--- config.mk ---
export PLATFORM = sky130hd
export DESIGN_NAME = axis_smoothing_autocalibration
export DESIGN_NICKNAME = d
export VERILOG_FILES = /design/src/rtl/asac_pkg.sv /design/src/rtl/asac_div.sv /design/src/rtl/axis_smoothing_autocalibration.sv
export SDC_FILE = /design/constraint.sdc
export NUM_CORES = 2
export LEC_CHECK = 0
export BUFFER_PORTS_ARGS = -buffer_cell sky130_fd_sc_hd__buf_2
export CORE_MARGIN = 8
export CORE_UTILIZATION = 60
export DETAILED_ROUTE_END_ITERATION = 7
export GPL_TIMING_DRIVEN = 0
export PLACE_DENSITY = 0.76
export SYNTH_ARGS = -nofsm -noshare
export SYNTH_HDL_FRONTEND = slang
export SYNTH_HIERARCHICAL = 1
export SYNTH_SLANG_ARGS = --single-unit
--- constraint.sdc ---
create_clock -name aclk -period 12.5 [get_ports aclk]
set_input_delay 1.25 -clock aclk [delete_from_list [all_inputs] [get_ports aclk]]
set_output_delay 1.25 -clock aclk [all_outputs]
set_load 0.05 [all_outputs]
--- src/rtl/asac_pkg.sv ---
`timescale 1ns / 1ps
`default_nettype none
// ----------------------------------------------------------------------------
// asac_pkg
// Shared types and constants for the axis smoothing and calibration block.
// ----------------------------------------------------------------------------
package asac_pkg;

    localparam int SAMPLE_W       = 12;
    localparam int CNT_W          = 4;
    localparam int SIMQ_W         = 4;
    localparam int CFG_IDX_W      = 3;
    localparam int CFG_DATA_W     = 12;

    localparam int DEF_NUM_PINS       = 64;
    localparam int DEF_NUM_AXES       = 8;
    localparam int DEF_SETTLE_SAMPLES = 8;

    localparam logic [SAMPLE_W-1:0] FULL_SCALE = 12'd4095;
    localparam logic [SAMPLE_W-1:0] MIN_SPAN   = 12'd256;
    // 65535 / 4095 = 16 + 15/4095, and 4095 / 15 = 273
    localparam logic [SAMPLE_W-1:0] SIM_DIV    = 12'd273;
    localparam logic [CNT_W-1:0]    CNT_MAX    = 4'd15;

    localparam logic [SAMPLE_W-1:0] RST_LOW_BAND  = 12'd64;
    localparam logic [SAMPLE_W-1:0] RST_HIGH_BAND = 12'd64;
    localparam logic [SAMPLE_W-1:0] RST_DEADBAND  = 12'd32;

    typedef enum logic [CFG_IDX_W-1:0] {
        CFG_LOW_BAND    = 3'd0,
        CFG_HIGH_BAND   = 3'd1,
        CFG_DEADBAND    = 3'd2,
        CFG_INVERT_MASK = 3'd3,
        CFG_SIM_MODE    = 3'd4,
        CFG_HID_IN_SIM  = 3'd5,
        CFG_PANEL_FORCE = 3'd6
    } cfg_idx_t;

    typedef enum logic [6:0] {
        ST_IDLE  = 7'b0000001,
        ST_LOOK  = 7'b0000010,
        ST_SCALE = 7'b0000100,
        ST_DIV   = 7'b0001000,
        ST_SNAP  = 7'b0010000,
        ST_SIMQ  = 7'b0100000,
        ST_DONE  = 7'b1000000
    } state_t;

    typedef struct packed {
        logic busy;
        logic done;
    } div_stat_t;

endpackage
`default_nettype wire

--- src/rtl/asac_div.sv ---
`timescale 1ns / 1ps
`default_nettype none
// ----------------------------------------------------------------------------
// asac_div
// Bit-serial restoring divider: one quotient bit per cycle. The quotient
// must fit in SAMPLE_W bits (upper dividend half below the divisor).
// ----------------------------------------------------------------------------
module asac_div
    import asac_pkg::*;
(
    input  wire logic                    aclk,
    input  wire logic                    aresetn,
    input  wire logic                    start,
    input  wire logic [2*SAMPLE_W-1:0]   dividend,
    input  wire logic [SAMPLE_W-1:0]     divisor,
    output logic      [SAMPLE_W-1:0]     quotient,
    output div_stat_t                    stat
);

    localparam int STEP_W = $clog2(SAMPLE_W + 1);

    logic [SAMPLE_W-1:0] rem_reg;
    logic [SAMPLE_W-1:0] lo_reg;
    logic [SAMPLE_W-1:0] q_reg;
    logic [STEP_W-1:0]   step_reg;
    logic                busy_reg;
    logic                done_reg;
    logic [SAMPLE_W:0]   trial;
    logic                ge;

    assign trial = {rem_reg, lo_reg[SAMPLE_W-1]};
    assign ge    = trial >= {1'b0, divisor};

    always_ff @(posedge aclk) begin
        if (!aresetn) begin
            busy_reg <= 1'b0;
            done_reg <= 1'b0;
            step_reg <= '0;
        end else begin
            done_reg <= 1'b0;
            if (start) begin
                busy_reg <= 1'b1;
                step_reg <= STEP_W'(SAMPLE_W);
            end else if (busy_reg) begin
                step_reg <= step_reg - 1'b1;
                if (step_reg == STEP_W'(1)) begin
                    busy_reg <= 1'b0;
                    done_reg <= 1'b1;
                end
            end
        end
    end

    always_ff @(posedge aclk) begin
        if (start) begin
            rem_reg <= dividend[2*SAMPLE_W-1:SAMPLE_W];
            lo_reg  <= dividend[SAMPLE_W-1:0];
            q_reg   <= '0;
        end else if (busy_reg) begin
            rem_reg <= ge ? SAMPLE_W'(trial - {1'b0, divisor}) : trial[SAMPLE_W-1:0];
            lo_reg  <= {lo_reg[SAMPLE_W-2:0], 1'b0};
            q_reg   <= {q_reg[SAMPLE_W-2:0], ge};
        end
    end

    assign quotient  = q_reg;
    assign stat.busy = busy_reg;
    assign stat.done = done_reg;

endmodule
`default_nettype wire

--- src/rtl/axis_smoothing_autocalibration.sv ---
`timescale 1ns / 1ps
`default_nettype none
// ----------------------------------------------------------------------------
// axis_smoothing_autocalibration
// Per-pin smoothing, per-axis min/max calibration, settle and deadband.
// ----------------------------------------------------------------------------
// One beat is worked on at a time. A recalibrate or out-of-range beat is
// taken without leaving idle; a sample that sends nothing goes through the
// lookup state back to idle. A sending sample goes on to scale and then, on
// an uncalibrated axis, straight to the 4-step conversion to the 16-bit
// simulator value; at either end of a learned span it passes snap first, and
// inside the span the bit-serial divide and snap. A finished result waits in
// the output register while the next beat is taken; a sending beat holds in
// its done state while an earlier result is still waiting there. The per-pin
// filter, last-sent and settle-count stores are single-port memories read
// on acceptance; seeded, settled and count-valid flags are flip-flops.
// ----------------------------------------------------------------------------
module axis_smoothing_autocalibration
    import asac_pkg::*;
#(
    parameter int NUM_PINS       = DEF_NUM_PINS,
    parameter int NUM_AXES       = DEF_NUM_AXES,
    parameter int SETTLE_SAMPLES = DEF_SETTLE_SAMPLES
) (
    input  wire logic                  aclk,
    input  wire logic                  aresetn,

    input  wire logic                  cfg_wr_en,
    input  wire logic [CFG_IDX_W-1:0]  cfg_index,
    input  wire logic [CFG_DATA_W-1:0] cfg_wdata,

    input  wire logic                  s_valid,
    output logic                       s_ready,
    input  wire logic                  s_operation,
    input  wire logic [5:0]            s_pin,
    input  wire logic [2:0]            s_axis,
    input  wire logic [SAMPLE_W-1:0]   s_raw_sample,
    input  wire logic                  s_force_req,

    output logic                       m_valid,
    input  wire logic                  m_ready,
    output logic [2:0]                 m_axis_out,
    output logic                       m_hid_send,
    output logic [SAMPLE_W-1:0]        m_hid_value,
    output logic                       m_hid_force,
    output logic                       m_sim_send,
    output logic [15:0]                m_sim_value,
    output logic                       m_sim_force
);

    localparam int PIN_W = (NUM_PINS > 1) ? $clog2(NUM_PINS) : 1;
    localparam int AX_W  = (NUM_AXES > 1) ? $clog2(NUM_AXES) : 1;

    // configuration
    logic [SAMPLE_W-1:0] low_band_reg, high_band_reg, deadband_reg;
    logic [7:0]          inv_mask_reg;
    logic                sim_mode_reg, hid_in_sim_reg, panel_force_reg;

    // control
    state_t              state_reg, state_next;
    logic [NUM_PINS-1:0] seeded_reg, settled_reg, cnt_vld_reg;
    logic [SAMPLE_W-1:0] cal_low_reg  [NUM_AXES];
    logic [SAMPLE_W-1:0] cal_high_reg [NUM_AXES];
    logic                m_valid_reg;

    // per-pin memories
    logic [SAMPLE_W-1:0] smooth_mem [NUM_PINS];
    logic [SAMPLE_W-1:0] last_mem   [NUM_PINS];
    logic [CNT_W-1:0]    cnt_mem    [NUM_PINS];
    logic [SAMPLE_W-1:0] smooth_rd_reg, last_rd_reg;
    logic [CNT_W-1:0]    cnt_rd_reg;

    // beat in flight
    logic [PIN_W-1:0]    pin_reg;
    logic [AX_W-1:0]     ax_reg;
    logic [2:0]          axis_reg;
    logic [SAMPLE_W-1:0] raw_reg;
    logic                force_reg;
    logic [SAMPLE_W-1:0] filt_reg, hid_reg;
    logic                hs_reg, hf_reg, ss_reg, sf_reg;
    logic [SAMPLE_W-1:0] sq_rem_reg;
    logic [SIMQ_W-1:0]   sq_q_reg;
    logic [1:0]          sq_step_reg;

    // output payload
    logic [2:0]          m_axis_reg;
    logic                m_hs_reg, m_hf_reg, m_ss_reg, m_sf_reg;
    logic [SAMPLE_W-1:0] m_hid_reg;
    logic [15:0]         m_sim_reg;

    logic                accept, in_range, out_free;
    logic [PIN_W-1:0]    pin_in;

    assign s_ready  = state_reg == ST_IDLE;
    assign accept   = s_valid && s_ready;
    assign pin_in   = PIN_W'(s_pin);
    assign in_range = (32'(s_pin) < 32'(NUM_PINS)) && (32'(s_axis) < 32'(NUM_AXES));
    assign out_free = !m_valid_reg || m_ready;

    // ---------------- lookup: filter, calibration learn, send decision
    logic                seeded_c, settled_c;
    logic [CNT_W-1:0]    cnt_c, cnt_inc;
    logic [13:0]         sum_c;
    logic [SAMPLE_W-1:0] filt0_c, filt_c, low_c, high_c, diff_c;
    logic                emit_c, upd_last_c, set_settled_c, wr_cnt_c;
    logic [CNT_W-1:0]    cnt_wr_c;
    logic                hs_c, hf_c, ss_c, sf_c;

    always_comb begin
        seeded_c  = seeded_reg[pin_reg];
        settled_c = seeded_c && settled_reg[pin_reg];
        cnt_c     = (seeded_c && cnt_vld_reg[pin_reg]) ? cnt_rd_reg : '0;
        sum_c     = (14'(smooth_rd_reg) << 1) + 14'(smooth_rd_reg) + 14'(raw_reg);
        filt0_c   = seeded_c ? sum_c[13:2] : raw_reg;
        filt_c    = inv_mask_reg[axis_reg] ? FULL_SCALE - filt0_c : filt0_c;
        low_c     = (filt_c < cal_low_reg[ax_reg])  ? filt_c : cal_low_reg[ax_reg];
        high_c    = (filt_c > cal_high_reg[ax_reg]) ? filt_c : cal_high_reg[ax_reg];
        cnt_inc   = (cnt_c < CNT_MAX) ? cnt_c + 1'b1 : cnt_c;
        diff_c    = (filt_c > last_rd_reg) ? filt_c - last_rd_reg : last_rd_reg - filt_c;

        emit_c        = 1'b0;
        upd_last_c    = 1'b0;
        set_settled_c = 1'b0;
        wr_cnt_c      = 1'b0;
        cnt_wr_c      = cnt_inc;
        hs_c = 1'b0; hf_c = 1'b0; ss_c = 1'b0; sf_c = 1'b0;

        if (force_reg) begin
            emit_c        = 1'b1;
            upd_last_c    = 1'b1;
            set_settled_c = 1'b1;
            wr_cnt_c      = 1'b1;
            cnt_wr_c      = CNT_W'(SETTLE_SAMPLES);
            if (sim_mode_reg) begin
                ss_c = 1'b1; sf_c = 1'b1;
                hs_c = hid_in_sim_reg; hf_c = hid_in_sim_reg;
            end else begin
                hs_c = 1'b1; hf_c = 1'b1;
            end
        end else if (!settled_c) begin
            wr_cnt_c = 1'b1;
            if (cnt_inc >= CNT_W'(SETTLE_SAMPLES)) begin
                emit_c        = 1'b1;
                upd_last_c    = 1'b1;
                set_settled_c = 1'b1;
                if (sim_mode_reg) begin
                    ss_c = 1'b1; sf_c = panel_force_reg;
                    hs_c = hid_in_sim_reg;
                end else begin
                    hs_c = 1'b1;
                end
            end
        end else if (diff_c > deadband_reg) begin
            emit_c     = 1'b1;
            upd_last_c = 1'b1;
            if (sim_mode_reg) begin
                ss_c = 1'b1; sf_c = 1'b1;
                hs_c = hid_in_sim_reg;
            end else begin
                hs_c = 1'b1;
            end
        end
    end

    // ---------------- scaling
    logic [SAMPLE_W-1:0]   lo_s, hi_s, dv_s;
    logic                  cal_ok, at_low, at_high, div_start;
    logic [2*SAMPLE_W-1:0] num_s;
    logic [SAMPLE_W-1:0]   quot;
    div_stat_t             div_stat;

    always_comb begin
        lo_s      = cal_low_reg[ax_reg];
        hi_s      = cal_high_reg[ax_reg];
        cal_ok    = (hi_s >= lo_s) && ((hi_s - lo_s) >= MIN_SPAN);
        at_low    = filt_reg <= lo_s;
        at_high   = filt_reg >= hi_s;
        dv_s      = filt_reg - lo_s;
        num_s     = {dv_s, {SAMPLE_W{1'b0}}} - (2*SAMPLE_W)'(dv_s);
        div_start = (state_reg == ST_SCALE) && cal_ok && !at_low && !at_high;
    end

    asac_div u_div (
        .aclk     (aclk),
        .aresetn  (aresetn),
        .start    (div_start),
        .dividend (num_s),
        .divisor  (hi_s - lo_s),
        .quotient (quot),
        .stat     (div_stat)
    );

    logic [SAMPLE_W-1:0] snap_lo, snap_c;

    always_comb begin
        snap_lo = ((hid_reg != '0) && (hid_reg <= low_band_reg)) ? '0 : hid_reg;
        snap_c  = ((snap_lo < FULL_SCALE) && (snap_lo >= FULL_SCALE - high_band_reg))
                  ? FULL_SCALE : snap_lo;
    end

    logic [SAMPLE_W-1:0] sq_trial;
    logic                sq_ge;

    assign sq_trial = SIM_DIV << sq_step_reg;
    assign sq_ge    = sq_rem_reg >= sq_trial;

    // ---------------- sequencer
    always_comb begin
        state_next = state_reg;
        unique case (state_reg)
            ST_IDLE:  if (accept && !s_operation && in_range) state_next = ST_LOOK;
            ST_LOOK:  state_next = emit_c ? ST_SCALE : ST_IDLE;
            ST_SCALE: begin
                if (!cal_ok)                state_next = ST_SIMQ;
                else if (at_low || at_high) state_next = ST_SNAP;
                else                        state_next = ST_DIV;
            end
            ST_DIV:   if (div_stat.done) state_next = ST_SNAP;
            ST_SNAP:  state_next = ST_SIMQ;
            ST_SIMQ:  if (sq_step_reg == 2'd0) state_next = ST_DONE;
            ST_DONE:  if (out_free) state_next = ST_IDLE;
            default:  state_next = ST_IDLE;
        endcase
    end

    always_ff @(posedge aclk) begin
        if (!aresetn) begin
            state_reg       <= ST_IDLE;
            seeded_reg      <= '0;
            settled_reg     <= '0;
            cnt_vld_reg     <= '0;
            m_valid_reg     <= 1'b0;
            low_band_reg    <= RST_LOW_BAND;
            high_band_reg   <= RST_HIGH_BAND;
            deadband_reg    <= RST_DEADBAND;
            inv_mask_reg    <= '0;
            sim_mode_reg    <= 1'b0;
            hid_in_sim_reg  <= 1'b0;
            panel_force_reg <= 1'b0;
            for (int i = 0; i < NUM_AXES; i++) begin
                cal_low_reg[i]  <= FULL_SCALE;
                cal_high_reg[i] <= '0;
            end
        end else begin
            state_reg <= state_next;

            if (cfg_wr_en) begin
                unique case (cfg_idx_t'(cfg_index))
                    CFG_LOW_BAND:    low_band_reg    <= cfg_wdata;
                    CFG_HIGH_BAND:   high_band_reg   <= cfg_wdata;
                    CFG_DEADBAND:    deadband_reg    <= cfg_wdata;
                    CFG_INVERT_MASK: inv_mask_reg    <= cfg_wdata[7:0];
                    CFG_SIM_MODE:    sim_mode_reg    <= cfg_wdata[0];
                    CFG_HID_IN_SIM:  hid_in_sim_reg  <= cfg_wdata[0];
                    CFG_PANEL_FORCE: panel_force_reg <= cfg_wdata[0];
                    default: ;
                endcase
            end

            if (accept && s_operation) begin
                settled_reg <= '0;
                cnt_vld_reg <= '0;
                for (int i = 0; i < NUM_AXES; i++) begin
                    cal_low_reg[i]  <= FULL_SCALE;
                    cal_high_reg[i] <= '0;
                end
            end else if (state_reg == ST_LOOK) begin
                seeded_reg[pin_reg]   <= 1'b1;
                cal_low_reg[ax_reg]   <= low_c;
                cal_high_reg[ax_reg]  <= high_c;
                settled_reg[pin_reg]  <= settled_c || set_settled_c;
                if (wr_cnt_c) begin
                    cnt_vld_reg[pin_reg] <= 1'b1;
                end
            end

            if (state_reg == ST_DONE && out_free) begin
                m_valid_reg <= 1'b1;
            end else if (m_valid_reg && m_ready) begin
                m_valid_reg <= 1'b0;
            end
        end
    end

    // memories
    always_ff @(posedge aclk) begin
        if (accept) begin
            smooth_rd_reg <= smooth_mem[pin_in];
            last_rd_reg   <= last_mem[pin_in];
            cnt_rd_reg    <= cnt_mem[pin_in];
        end
        if (state_reg == ST_LOOK) begin
            smooth_mem[pin_reg] <= filt0_c;
            if (upd_last_c) begin
                last_mem[pin_reg] <= filt_c;
            end
            if (wr_cnt_c) begin
                cnt_mem[pin_reg] <= cnt_wr_c;
            end
        end
    end

    // datapath
    always_ff @(posedge aclk) begin
        if (accept) begin
            pin_reg   <= pin_in;
            ax_reg    <= AX_W'(s_axis);
            axis_reg  <= s_axis;
            raw_reg   <= s_raw_sample;
            force_reg <= s_force_req;
        end
        unique case (state_reg)
            ST_LOOK: begin
                filt_reg <= filt_c;
                hs_reg   <= hs_c;
                hf_reg   <= hf_c;
                ss_reg   <= ss_c;
                sf_reg   <= sf_c;
            end
            ST_SCALE: begin
                if (!cal_ok) begin
                    hid_reg     <= filt_reg;
                    sq_rem_reg  <= filt_reg;
                    sq_q_reg    <= '0;
                    sq_step_reg <= 2'd3;
                end else if (at_low) begin
                    hid_reg <= '0;
                end else if (at_high) begin
                    hid_reg <= FULL_SCALE;
                end
            end
            ST_DIV: begin
                if (div_stat.done) begin
                    hid_reg <= quot;
                end
            end
            ST_SNAP: begin
                hid_reg     <= snap_c;
                sq_rem_reg  <= snap_c;
                sq_q_reg    <= '0;
                sq_step_reg <= 2'd3;
            end
            ST_SIMQ: begin
                if (sq_ge) begin
                    sq_rem_reg <= sq_rem_reg - sq_trial;
                end
                sq_q_reg    <= {sq_q_reg[SIMQ_W-2:0], sq_ge};
                sq_step_reg <= sq_step_reg - 1'b1;
            end
            ST_DONE: begin
                if (out_free) begin
                    m_axis_reg <= axis_reg;
                    m_hs_reg   <= hs_reg;
                    m_hf_reg   <= hf_reg;
                    m_ss_reg   <= ss_reg;
                    m_sf_reg   <= sf_reg;
                    m_hid_reg  <= hid_reg;
                    m_sim_reg  <= {hid_reg, sq_q_reg};
                end
            end
            default: ;
        endcase
    end

    assign m_valid     = m_valid_reg;
    assign m_axis_out  = m_axis_reg;
    assign m_hid_send  = m_hs_reg;
    assign m_hid_value = m_hid_reg;
    assign m_hid_force = m_hf_reg;
    assign m_sim_send  = m_ss_reg;
    assign m_sim_value = m_sim_reg;
    assign m_sim_force = m_sf_reg;

    // ---------------- checks
    a_div_in_div: assert property (@(posedge aclk) disable iff (!aresetn)
        div_stat.done |-> state_reg == ST_DIV)
        else $error("divider finished outside the divide state");

    a_load_from_done: assert property (@(posedge aclk) disable iff (!aresetn)
        $rose(m_valid_reg) |-> $past(state_reg == ST_DONE))
        else $error("result beat raised without a finished item");

    a_force_needs_send: assert property (@(posedge aclk) disable iff (!aresetn)
        m_valid_reg |-> (m_hs_reg || !m_hf_reg) && (m_ss_reg || !m_sf_reg))
        else $error("force flag set without its send flag");

    a_value_in_span: assert property (@(posedge aclk) disable iff (!aresetn)
        state_reg == ST_SCALE |-> (lo_s <= filt_reg) && (filt_reg <= hi_s))
        else $error("filtered value outside learned calibration range");

endmodule
`default_nettype wire
* Word-level counts from Yosys, hierarchy flattened
Memories as Yosys holds them, arrays and structs flattened. A register that Yosys moved wholly into a read port is not among the register bits. Cells that the tools add are included.
Cells by class: muxes and demuxes 115, $lt $le $gt $ge 18, bitwise logic cells 21, shift-type cells 1, $add $sub $neg 14, eq/ne operators 21, reductions and logical operators 47
Operator list (count):
- 12-bit 2-to-1 mux | 36
- 64-bit OR | 2
- 12-bit one-hot mux with 3 select lines | 2
- 12-bit subtractor | 6
- 64-bit bitwise mux | 1
- 1-bit 2-to-1 mux | 50
- 7-bit one-hot mux with 7 select lines | 1
- 12-bit greater-or-equal comparator | 4
- 12-bit > comparator | 3
- 7-bit 2-to-1 mux | 4
- 12-bit less-or-equal comparator | 2
- 4-bit 2-to-1 mux | 6
- 12-bit OR reduction | 2
- 12-bit subtractor, first input constant | 2
- 24-bit by 12-bit subtractor with 24-bit output | 1
- 2-bit AND reduction | 11
- 1-bit binary-select mux with 6-bit select | 3
- 1-bit OR | 16
- 3-bit 2-to-1 mux | 5
- 13-bit by 12-bit adder with 14-bit output | 1
- 14-bit by 12-bit adder with 14-bit output | 1
- 1-bit logical AND | 14
- 13-bit by 12-bit greater-or-equal comparator with 1-bit output | 1
- 12-bit by 9-bit greater-or-equal comparator with 1-bit output, second input constant | 1
- other kinds (44) | 62
Word-level totals: input bits 43, bits in registers 392, bits in writable memories 1984, memories kept 5
Memory list:
- last_mem | words 64, bits a word 12, rd ports 1, clocked after Yosys merged registers in 1, wr ports 1, line axis_smoothing_autocalibration.sv:68 | logic [SAMPLE_W-1:0] last_mem [NUM_PINS];
- smooth_mem | words 64, bits a word 12, rd ports 1, clocked after Yosys merged registers in 1, wr ports 1, line axis_smoothing_autocalibration.sv:67 | logic [SAMPLE_W-1:0] smooth_mem [NUM_PINS];
- cnt_mem | words 64, bits a word 4, rd ports 1, clocked after Yosys merged registers in 1, wr ports 1, line axis_smoothing_autocalibration.sv:69 | logic [CNT_W-1:0] cnt_mem [NUM_PINS];
- cal_high_reg | words 8, bits a word 12, rd ports 1, clocked after Yosys merged registers in 1, wr ports 8, line axis_smoothing_autocalibration.sv:63 | logic [SAMPLE_W-1:0] cal_high_reg [NUM_AXES];
- cal_low_reg | words 8, bits a word 12, rd ports 1, clocked after Yosys merged registers in 1, wr ports 8, line axis_smoothing_autocalibration.sv:62 | logic [SAMPLE_W-1:0] cal_low_reg [NUM_AXES];

* Depth between registers and ports, before layout
word-level depth 14, depth in mapped cells 37

* Hierarchy
Netlist, hierarchy kept.
Modules (own cells, without submodules):
- axis_smoothing_autocalibration | area each 96990.5 µm², cells an instance 5341, instances 1
- asac_div | area each 2489.9 µm², cells an instance 243, instances 1

* Worst setup path before layout
OpenSTA, ideal clock, no wires.
path kind register to register, start point register pin_reg[0], end point memory last_mem[28][0] (enable), data arrival time 9.259 ns, path slack 2.845 ns, data required time 12.104 ns, stages on the path, launching flop included 34, clock period less this slack 9.655 ns, path through edfxtp_1 buf_2 buf_4 mux2_1 a22oi_1 a211oi_1 a311o_1 nor4_4 mux2i_1 xor2_1 inv_1 ha_1 inv_1 fa_1 a21o_1 a21oi_1 o21ai_0 a31oi_1 o21ai_0 nand2_1 mux2_2 a221oi_1 o311ai_0 xor2_1 ha_1 nand2_1 nor2_1 a221oi_1 o21ai_0 a31oi_1 nor2b_1 clkbuf_1 clkbuf_1 nor3_1
Between the ends: longest elaborated chain between the ends 14, elaborated cells on any way between the ends 28, classes of those cells add/sub: 4; order compare: 4; mux: 18; reduce/logical: 2
RTL lines:
- start: declaration | line axis_smoothing_autocalibration.sv:74 | logic [PIN_W-1:0] pin_reg;
- start signal: assignment | line axis_smoothing_autocalibration.sv:306 | pin_reg <= pin_in;
- 1-bit binary-select mux with 6-bit select (*) | line axis_smoothing_autocalibration.sv:110 | seeded_c = seeded_reg[pin_reg];
- 1-bit 2-to-1 mux (not written as such) (*) | line axis_smoothing_autocalibration.sv:110
- 12-bit 2-to-1 mux (*) | line axis_smoothing_autocalibration.sv:114 | filt0_c = seeded_c ? sum_c[13:2] : raw_reg;
- 12-bit subtractor | line axis_smoothing_autocalibration.sv:115 | filt_c = inv_mask_reg[axis_reg] ? FULL_SCALE - filt0_c : filt0_c;
- 12-bit 2-to-1 mux (*) | line axis_smoothing_autocalibration.sv:115
- via filt_c[0] | line axis_smoothing_autocalibration.sv:104 | logic [SAMPLE_W-1:0] filt0_c, filt_c, low_c, high_c, diff_c;
- 12-bit subtractor or 12-bit > comparator (tied branches) | line axis_smoothing_autocalibration.sv:119 | diff_c = (filt_c > last_rd_reg) ? filt_c - last_rd_reg : last_rd_reg - filt_c;
- 12-bit 2-to-1 mux (*) | line axis_smoothing_autocalibration.sv:119
- 12-bit > comparator (*) | line axis_smoothing_autocalibration.sv:153 | end else if (diff_c > deadband_reg) begin
- 1-bit 2-to-1 mux (*) | line axis_smoothing_autocalibration.sv:153
- 1-bit 2-to-1 mux (*) | line axis_smoothing_autocalibration.sv:140 | end else if (!settled_c) begin
- 1-bit 2-to-1 mux (*) | line axis_smoothing_autocalibration.sv:128 | if (force_reg) begin
- 1-bit 2-to-1 mux (*) | line axis_smoothing_autocalibration.sv:294 | if (upd_last_c) begin
- 1-bit 2-to-1 mux (*) | line axis_smoothing_autocalibration.sv:292 | if (state_reg == ST_LOOK) begin
- 1-bit 2-to-1 mux (not written as such) (*) | line axis_smoothing_autocalibration.sv:295 | last_mem[pin_reg] <= filt_c;
- end: declaration | line axis_smoothing_autocalibration.sv:68
Mark *: on every way through the listed nets, which the timed path passes. The rest lies on a longest branch. The select of a mux whose other input is x is not followed.

* Final worst setup path
start point register pin_reg[2], end point memory last_mem[17][3] (enable)
The elaborated chain is that of the path after synthesis.

==> impl_metrics.env <==
export IMPL_outcome="complete, but fails checks"
export IMPL_violations="max-capacitance violations, max-slew violations"
export IMPL_cp_top_family="buffers and inverters"
export IMPL_max_cap_violations=3
export IMPL_io_pins=80
export IMPL_top_layer="met5"
export IMPL_final_cell_mix="2127 x edfxtp_1, 655 x mux4_2, 355 x nand2_1"
export IMPL_numCtsBuffers=226
export IMPL_nFillCells=10500
export IMPL_clock_root_buffer="clkbuf_16"
export IMPL_worstSetupEndpointType="flop"
export IMPL_routed_via_density=6.79
export IMPL_vias=56800
export IMPL_track_usage_pct=30.5
export IMPL_design_core_area_um2=165000
export IMPL_wl_met2_um=132000
export IMPL_leakage_uw=0.0367
export IMPL_tightest_slew_ns=1.60
export IMPL_first_iter_violations=8101
export IMPL_multi_input_area_um2=28800
export IMPL_dp_final_hpwl_um=189000
export IMPL_yosys_warnings=6
export IMPL_start_kind="flop"
export IMPL_synth_net_count=5806
export IMPL_wl_met1_um=99700
export IMPL_cts_sinks=2395
export IMPL_max_stage_delay_ns=1.07
export IMPL_cts_hold_buf=0
export IMPL_hold_viol_final=0
export IMPL_syn_inst=5583
export IMPL_drv_slew=33
export IMPL_route_met3_wl_um=31000
export IMPL_crit_type="flop to flop"
export IMPL_syn_area_um2=99500
export IMPL_drive_gt1_share_pct=22.3
export IMPL_finClkSkew_ns=0.0573
export IMPL_path_buf_inv=9
export IMPL_floorplan_initialDensity_pct=60.4
export IMPL_clkTransAtPathRegs_ns=0.07
export IMPL_max_freq_mhz=82.2
export IMPL_clk_latency_ns=0.88
export IMPL_first_pass_iters=6
export IMPL_largestRegisters="last_mem x768, smooth_mem x768, cnt_mem x256"
export IMPL_grt_pass1_wl_um=395000
export IMPL_fin_nets=6199
export IMPL_gr_total_overflow=0
export IMPL_die_w_um=423
export IMPL_worstPathArrival_ns=12.62
export IMPL_core_rowCount=149
export IMPL_drcViolationCount=0
export IMPL_cp_required_ns=12.96
export IMPL_port_buffers=79
export IMPL_p_total_uw=19700
export IMPL_slew_headroom_pct=-6.74
export IMPL_antenna_found_initial=20
export IMPL_grt_pass1_vias=56400
export IMPL_clockBufferDepth=3
export IMPL_wl_um=278000
export IMPL_hp_class="flop to flop"
export IMPL_syn_avg_cell_area_um2=17.8
export IMPL_regArea_um2=69200
export IMPL_finalSetupViolCount=0
export IMPL_ant_nets=0
export IMPL_gp_congestion=0.988
export IMPL_htreeDepth=4
export IMPL_area_growth_pct=12.3
export IMPL_ir_worst_vdd_mv=0.161
export IMPL_die_h_um=423
export IMPL_fin_setup_tns_ns=0
export IMPL_cts_tree="done"
export IMPL_power_density_nw_per_um2=177
export IMPL_final_common_cell="edfxtp_1"
export IMPL_instances_no_fill=8362
export IMPL_final_period_utilization_pct=97.3
export IMPL_rsz0062_at_grt="no"
export IMPL_worst_path_most_repeated_cell="buf_2"
export IMPL_period_minus_slack_ns=12.16
export IMPL_dieArea_um2=179000
export IMPL_critPathSlowestCell="nor2_1"
export IMPL_place_inst=7929
export IMPL_crit_fanout=24
export IMPL_grt_max_degree=65
export IMPL_wl_per_cell_um=33.2
path summary, 6_finish.rpt:
check             cells past startpoint         endpoint         from  slack [ns]
hold / removal                        0   m_sim_value[3]  sq_q_reg[3]        0.43
setup reg to reg                     34  last_mem[17][3]   pin_reg[2]        0.34
setup / recovery                     34  last_mem[17][3]   pin_reg[2]        0.34
hold reg to reg                       0   m_sim_value[3]  sq_q_reg[3]        0.43
power breakdown:
group / internal, uW / switching, uW / leakage [uW]
clock network: 3740 / 2980 / 0.00352
registers: 9460 / 49.5 / 0.0211
logic: 1120 / 2390 / 0.0120
per-stage QoR:
step	setup slack, ns	hold slack [ns]	util [%]	instance area (um^2)
floorplan	2.84	0.400	-	99500
global placement	-3.96	0.401	62.3	103000
detailed placement	0.427	0.419	63.3	104000
CTS	0.369	0.429	67.7	112000
global route	0.0165	0.448	67.7	112000
finish	0.339	0.427	67.8	112000
worst register-to-register path, delay by kind of cell (launching register included):
family | cells | cell delay [ns]
mux | 3 | 1.63
flops | 1 | 0.40
buf+inv | 9 | 2.73
compound gates | 11 | 2.51
xor+xnor | 2 | 0.98
fa+ha+maj | 3 | 0.83
simple gates | 6 | 2.66
what timing repair did:
action / in CTS / in global routing
resized for setup: 0 / 6
buffers inserted: 0 / 3
endpoints found under the setup margin: 0 / 423
routing by layer:
| metal | vias up | global-route usage [%] |
|---|---|---|
| met4 | 2 | 13.4 |
| met5 | - | 0 |
| met2 | 3814 | 49.1 |
| met3 | 716 | 7.35 |
| li1 | 23000 | - |
| met1 | 29200 | 40.0 |
layout make-up:
cell class                 instances  area share (%)
antenna                            4         0.00896
buffer                           303            1.15
clock buffer                     303            5.47
clock inverter                   118           0.978
inverter                         174           0.585
multi-input combinational       2711            25.8
sequential                      2395            62.0
tap                             2189            2.45
timing repair buffer             165            1.59
No activity file was read; power rests on OpenSTA's default activity.
